### config.mk
export PLATFORM = sky130hd
export DESIGN_NAME = positional_list_store_unit
export DESIGN_NICKNAME = d
export VERILOG_FILES = /design/src/rtl/pls_pkg.sv /design/src/rtl/positional_list_store_unit.sv
export SDC_FILE = /design/constraint.sdc
export NUM_CORES = 2
export LEC_CHECK = 0
export BUFFER_PORTS_ARGS = -buffer_cell sky130_fd_sc_hd__buf_2
export CAP_MARGIN = 20
export CORE_UTILIZATION = 50
export CTS_BUF_LIST = sky130_fd_sc_hd__clkbuf_8
export DETAILED_ROUTE_END_ITERATION = 12
export MAX_ROUTING_LAYER = met4
export PLACE_DENSITY = 0.66
export SETUP_SLACK_MARGIN = 0.1
export SKIP_LAST_GASP = 1
export SYNTH_ARGS = -nofsm -noshare
export SYNTH_HDL_FRONTEND = slang
export SYNTH_SLANG_ARGS = --single-unit
export TNS_END_PERCENT = 100
### constraint.sdc
create_clock -name clk -period 7.85 [get_ports clk]
set_clock_uncertainty 0.15 [all_clocks]
set_input_delay 0.3925 -clock clk [delete_from_list [all_inputs] [get_ports clk]]
set_output_delay 0.3925 -clock clk [all_outputs]
set_load 0.1 [all_outputs]
### src/rtl/pls_pkg.sv
// shared constants and codes for the positional list store
package pls_pkg;

  localparam int CAPACITY = 16;
  localparam int IDX_W    = $clog2(CAPACITY);
  localparam int CNT_W    = $clog2(CAPACITY + 1);
  localparam int CMD_W    = 3;
  localparam int VAL_W    = 32;
  localparam int POS_W    = 5;
  localparam int ST_W     = 2;
  localparam int IN_W     = ((CMD_W + VAL_W + POS_W + 7) / 8) * 8;
  localparam int OUT_W    = ((VAL_W + ST_W + CNT_W + 7) / 8) * 8;

  localparam logic [CMD_W-1:0] CMD_READ       = 3'd0;
  localparam logic [CMD_W-1:0] CMD_PUSH_FRONT = 3'd1;
  localparam logic [CMD_W-1:0] CMD_APPEND     = 3'd2;
  localparam logic [CMD_W-1:0] CMD_INSERT     = 3'd3;
  localparam logic [CMD_W-1:0] CMD_DEL_FRONT  = 3'd4;
  localparam logic [CMD_W-1:0] CMD_DEL_BACK   = 3'd5;
  localparam logic [CMD_W-1:0] CMD_DEL_AT     = 3'd6;

  typedef enum logic [ST_W-1:0] {
    ST_OK     = 2'd0,
    ST_EMPTY  = 2'd1,
    ST_FULL   = 2'd2,
    ST_BADPOS = 2'd3
  } status_t;

endpackage

### src/rtl/positional_list_store_unit.sv
// bounded ordered list of signed 32-bit values with positional commands
//
// Input stream (s_tvalid/s_tready/s_tdata) carries one command word: read at a
// position, push front or back, insert after a position, delete front, back or
// at a position. Each command word yields exactly one result word on the
// output stream (m_tvalid/m_tready/m_tdata): the value read, a status
// (ok, empty, full, bad position) and the element count after the command.
// A rejected command leaves the list unchanged.
//
// The command sits in an input register, then the cell row shifts or selects
// in parallel while the result register loads. One command is accepted every
// cycle while the receiver takes result words; the list update of one command
// is complete before the next one is evaluated.
//
// Reset empties the list (count to zero) and drops any word in flight; cell
// contents are not cleared, only cells below the count are ever read.
// When the receiver stalls, the result register holds, the input register
// fills, and s_tready falls until the result word is taken.
module positional_list_store_unit (
  input  logic                      clk,
  input  logic                      rst,
  input  logic                      s_tvalid,
  output logic                      s_tready,
  // command[2:0], value[34:3], position[39:35]
  input  logic [pls_pkg::IN_W-1:0]  s_tdata,
  output logic                      m_tvalid,
  input  logic                      m_tready,
  // read_value[31:0], status[33:32], count[38:34], zero pad above
  output logic [pls_pkg::OUT_W-1:0] m_tdata
);
  import pls_pkg::*;

  // input register
  logic             in_valid;
  logic [CMD_W-1:0] in_cmd;
  logic [VAL_W-1:0] in_value;
  logic [POS_W-1:0] in_pos;

  // result register
  logic             out_valid;
  logic [VAL_W-1:0] out_read;
  status_t          out_status;
  logic [CNT_W-1:0] out_count;

  // list state
  logic [VAL_W-1:0] store [CAPACITY];
  logic [VAL_W-1:0] store_next [CAPACITY];
  logic [CNT_W-1:0] count;
  logic [CNT_W-1:0] count_next;

  logic             out_free;
  logic             advance;
  logic             do_ins;
  logic             do_del;
  logic [IDX_W-1:0] at;
  logic [VAL_W-1:0] read_next;
  status_t          status_next;
  logic             is_empty;
  logic             is_full;
  logic             pos_bad_rd;
  logic             pos_bad_ins;
  logic [POS_W-1:0] pos_m1;
  logic [CNT_W-1:0] count_m1;

  assign out_free = !out_valid || m_tready;
  assign advance  = in_valid && out_free;
  assign s_tready = !in_valid || out_free;

  assign is_empty    = (count == '0);
  assign is_full     = (32'(count) >= CAPACITY);
  assign pos_bad_rd  = (in_pos == '0) || (32'(in_pos) > 32'(count));
  assign pos_bad_ins = (32'(in_pos) > 32'(count));
  assign pos_m1      = in_pos - POS_W'(1);
  assign count_m1    = count - CNT_W'(1);

  // command decode: gap position and kind of shift
  always_comb begin
    do_ins      = 1'b0;
    do_del      = 1'b0;
    at          = '0;
    read_next   = '0;
    status_next = ST_OK;
    unique case (in_cmd)
      CMD_READ: begin
        if (is_empty) begin
          status_next = ST_EMPTY;
        end else if (pos_bad_rd) begin
          status_next = ST_BADPOS;
        end else begin
          read_next = store[pos_m1[IDX_W-1:0]];
        end
      end
      CMD_PUSH_FRONT, CMD_APPEND, CMD_INSERT: begin
        if (is_full) begin
          status_next = ST_FULL;
        end else if (in_cmd == CMD_PUSH_FRONT) begin
          do_ins = 1'b1;
        end else if (in_cmd == CMD_APPEND) begin
          do_ins = 1'b1;
          at     = count[IDX_W-1:0];
        end else if (pos_bad_ins) begin
          status_next = ST_BADPOS;
        end else begin
          do_ins = 1'b1;
          at     = in_pos[IDX_W-1:0];
        end
      end
      CMD_DEL_FRONT, CMD_DEL_BACK, CMD_DEL_AT: begin
        if (is_empty) begin
          status_next = ST_EMPTY;
        end else if (in_cmd == CMD_DEL_FRONT) begin
          do_del = 1'b1;
        end else if (in_cmd == CMD_DEL_BACK) begin
          do_del = 1'b1;
          at     = count_m1[IDX_W-1:0];
        end else if (pos_bad_rd) begin
          status_next = ST_BADPOS;
        end else begin
          do_del = 1'b1;
          at     = pos_m1[IDX_W-1:0];
        end
      end
      default: begin
      end
    endcase
  end

  // each cell takes its neighbor, the new value, or holds
  always_comb begin
    for (int i = 0; i < CAPACITY; i++) begin
      store_next[i] = store[i];
      if (do_ins) begin
        if (IDX_W'(i) == at) begin
          store_next[i] = in_value;
        end else if (IDX_W'(i) > at && i > 0) begin
          store_next[i] = store[(i > 0) ? i - 1 : 0];
        end
      end else if (do_del) begin
        if (IDX_W'(i) >= at && i + 1 < CAPACITY) begin
          store_next[i] = store[(i + 1 < CAPACITY) ? i + 1 : i];
        end
      end
    end
  end

  always_comb begin
    count_next = count;
    if (do_ins) begin
      count_next = count + CNT_W'(1);
    end else if (do_del) begin
      count_next = count_m1;
    end
  end

  always_ff @(posedge clk) begin
    if (rst) begin
      in_valid  <= 1'b0;
      out_valid <= 1'b0;
      count     <= '0;
    end else begin
      if (s_tvalid && s_tready) begin
        in_valid <= 1'b1;
      end else if (advance) begin
        in_valid <= 1'b0;
      end
      if (advance) begin
        out_valid <= 1'b1;
        count     <= count_next;
      end else if (m_tready) begin
        out_valid <= 1'b0;
      end
    end
  end

  always_ff @(posedge clk) begin
    if (s_tvalid && s_tready) begin
      in_cmd   <= s_tdata[CMD_W-1:0];
      in_value <= s_tdata[CMD_W +: VAL_W];
      in_pos   <= s_tdata[CMD_W + VAL_W +: POS_W];
    end
    if (advance) begin
      store      <= store_next;
      out_read   <= read_next;
      out_status <= status_next;
      out_count  <= count_next;
    end
  end

  assign m_tvalid = out_valid;
  assign m_tdata  = OUT_W'({out_count, out_status, out_read});

  // the list never grows past its capacity
  a_count_bound: assert property (@(posedge clk) disable iff (rst)
    32'(count) <= CAPACITY)
    else $error("element count above capacity");

  // a full report only when the list really is full
  a_full_count: assert property (@(posedge clk) disable iff (rst)
    out_valid && out_status == ST_FULL |-> 32'(out_count) == CAPACITY)
    else $error("full status with room left");

  // an empty report only when the list holds nothing
  a_empty_count: assert property (@(posedge clk) disable iff (rst)
    out_valid && out_status == ST_EMPTY |-> out_count == '0)
    else $error("empty status with elements held");

  // count moves by at most one per command and only when one completes
  a_count_step: assert property (@(posedge clk) disable iff (rst)
    !advance |=> $stable(count))
    else $error("count changed without a command");

  // a rejected command leaves the count alone
  a_reject_hold: assert property (@(posedge clk) disable iff (rst)
    advance && status_next != ST_OK |=> count == $past(count))
    else $error("rejected command changed the list");

endmodule
==> flow_metrics.py <==
metrics = {
    "logic_synthesis": {
        "yosysMostFrequentCell": "edfxtp_1",
        "ys_seq_elements": 598,
        "netlist_top_cells_count": "edfxtp_1, nor2_1, clkbuf_1",
        "synth-edff-count": 591,
        "synth.avg_cell_area_um2": 10.75,
        "synthArstFlopShare_pct": 0,
        "netlist_instances": 3188,
        "postSynthNetCount": 3240,
        "synth_area_leaders": "edfxtp_1, mux4_2, a31oi_1",
        "synth_area_um2": 34270,
        "synth_top_area_cell": "edfxtp_1",
        "synth.distinct_cells": 65,
        "synth_warnings": 0,
        "dominantRegCellSynth": "edfxtp_1",
        "synthDominantCellAreaShare_pct": 51.78,
        "ys_seq_area_share_pct": 52.19,
    },
    "floorplan": {
        "dieHeight_um": 263.8,
        "rows": 95,
        "core_um2": 67510,
        "die_w_um": 263.8,
        "die-area_um2": 69600,
        "ios": 86,
        "start_util_pct": 50.77,
    },
    "clock_network": {
        "cts_sinks": 598,
        "clockBufferDepth": 3,
        "postCtsHoldBufs": 45,
        "cts_root_buf": "clkbuf_8",
        "insertion_delay_ns": 0.74,
        "postCtsSetupRepairBufs": 0,
        "cts_buffers": 103,
        "cts_resized": 0,
        "htreeDepth": 3,
        "cts_tree": "yes",
        "cts.clk_slew.worst_paths_ns": 0.06,
    },
    "timing": {
        "fin_crit_sh_pct": 74.37,
        "slew-limit-headroom_pct": 21.57,
        "fin_setup_tns_ns": 0,
        "slew_violations": 0,
        "finalHoldViolCount": 0,
        "fin_ws_ns": 2.012,
        "rsz0062_at_grt": "no",
        "worstMarginPinSlew_ns": 1.169,
        "finalSetupViolations": 0,
        "post-route-min-period_ns": 5.838,
        "fmax_mhz": 171.3,
    },
    "setup_path": {
        "cp.required_ns": 8.06,
        "critPathArrivalTime_ns": 6.04,
        "start_kind": "flip-flop",
        "critPathMaxFanout": 70,
        "worstSetupEndpointType": "flip-flop",
        "crit_slowest_cell": "o21ai_1",
        "crit_top_cell": "buf_4",
        "cp_cell_sequence": "inv_1, ha_1, nand2b_1, a21oi_1, o21ai_1, buf_4, o21ai_1, nand2_4, buf_4, a21oi_4, buf_4",
        "cp_num_buf_inv": 4,
        "critPathTopFamily": "compound AO/OA/AOI/OAI gates",
        "max_stage_delay_ns": 0.92,
        "critPathKind": "flip-flop to flip-flop",
    },
    "global_routing": {
        "grt_pass1_vias": 29860,
        "antenna_found_initial": 3,
        "grt_max_degree": 185,
        "grt_pass1_wl_um": 192300,
        "grt.overflow.total": 0,
        "track_usage_pct": 37.82,
    },
    "placement": {
        "place_ws_ns": 2.142,
        "dp_hpwl_um": 71540,
        "place_congestion": 0.9126,
        "portBuffers": 84,
    },
    "cells_and_area": {
        "syn2layout_area_growth_pct": 9.900,
        "nets": 3166,
        "drive_gt1_share_pct": 15.73,
    },
    "route": {
        "vias": 31000,
        "drcViolationCount": 0,
        "dr.pass1.iters": 7,
        "final_antenna_net_count": 0,
        "wl_um": 131300,
        "viasPerCell": 7.611,
        "drtIter0Drc": 5633,
        "wire_per_inst_um": 32.23,
    },
    "power": {
        "ir_drop_uv": 141.7,
        "p_per_area_nw_per_um2": 203.1,
        "p_leak_nw": 12.33,
    },
    "outcome": {
        "status": "completed",
    },
    "run": {
        "drv_cap": 0,
    },
    "worst_hold_path": {
        "holdCritPathClass": "primary input to flip-flop",
    },
}
path summary, 6_finish.rpt:
path | startpoint | to | slack, ns | depth (start not counted)
min | s_tdata[1] | in_cmd[1] | 0.22 | 2
max reg2reg | in_pos[0] | store[355] | 2.01 | 11
min reg2reg | in_valid | m_tvalid | 0.39 | 2
max | in_pos[0] | store[355] | 2.01 | 11
state kept, by name, indices dropped and copies added (netlist names), 2 cells and up:
register    flops
out_status      2
out_count       5
in_pos          5
out_read       32
in_value       32
in_cmd          3
count           5
store         512
power breakdown:
part	switching [W]	total, W	internal (W)
logic	0.000846	0.00124	0.000391
registers	0.000106	0.00377	0.00366
clock network	0.00137	0.00264	0.00128
through the flow:
step           total power [W]  instances  hold slack [ns]  utilization, %  area (um^2)
6_report              0.007650       4073           0.2180           55.79        37670
5_1_grt               0.007860       4072           0.2080           55.79        37660
4_1_cts               0.007597       4068           0.1702           55.67        37590
3_5_place_dp          0.004998       3834           0.3821           52.29        35300
3_3_place_gp          0.004961       3831           0.3454           52.20        35240
2_1_floorplan         0.004616       3188           0.3116               -        34270
cells in the final DEF, fill, tap and decap left out, types with 45 or more instances in the layout:
cell type	synthesis	routed
nand2_1	267	265
a31oi_1	290	290
a21oi_1	294	287
inv_1	10	56
buf_2	49	84
mux4_2	128	128
o311ai_0	154	154
a211oi_1	66	65
nor2_1	314	305
buf_4	6	62
clkbuf_8	0	105
edfxtp_1	591	591
dlygate4sd3_1	0	45
o21ai_0	296	296
o211ai_1	164	164
cell type report:
class	count	area (um^2)
diodes	2	5.005
clock buffers	105	1445
clock inverters	84	387.9
fillers	5777	29850
inverters	12	45.04
multi-input cells	2197	15230
flip-flops and latches	598	17890
well taps	873	1092
repair buffers	202	1572
kinds of logic (layout without fill, tap and decap cells):
group                    after synthesis  in the layout  share of synthesized area (%)
other                                  1              3                        0.01094
multiplexers                         192            192                          10.40
buffers and inverters                393            403                          4.549
XOR/XNOR                               7              7                         0.1789
adder cells (fa/ha/maj)                8              8                         0.2921
flip-flops                           598            598                          52.19
AO/OA/AOI/OAI                       1320           1320                          24.44
AND/OR/NAND/NOR                      669            669                          7.940
worst register-to-register path, delay by kind of cell, from the launching register on:
family | cells | cell delay (ns)
adders and majority gates | 1 | 0.26
AOI/OAI and AO/OA | 4 | 2.11
DFF | 1 | 0.81
buffers and inverters | 4 | 1.51
and+or+nand+nor | 2 | 0.60
layer usage:
| layer | global-route usage [%] | vias up | part of all wire (%) |
|---|---|---|---|
| met5 | - | - | 0 |
| met4 | 17.25 | 0 | 4.5 |
| met3 | 10.79 | 526 | 15 |
| met2 | 55.25 | 2976 | 45 |
| met1 | 48.88 | 15000 | 36 |
| li1 | - | 12500 | - |
Note: power is estimated with default switching activity, not from simulation.
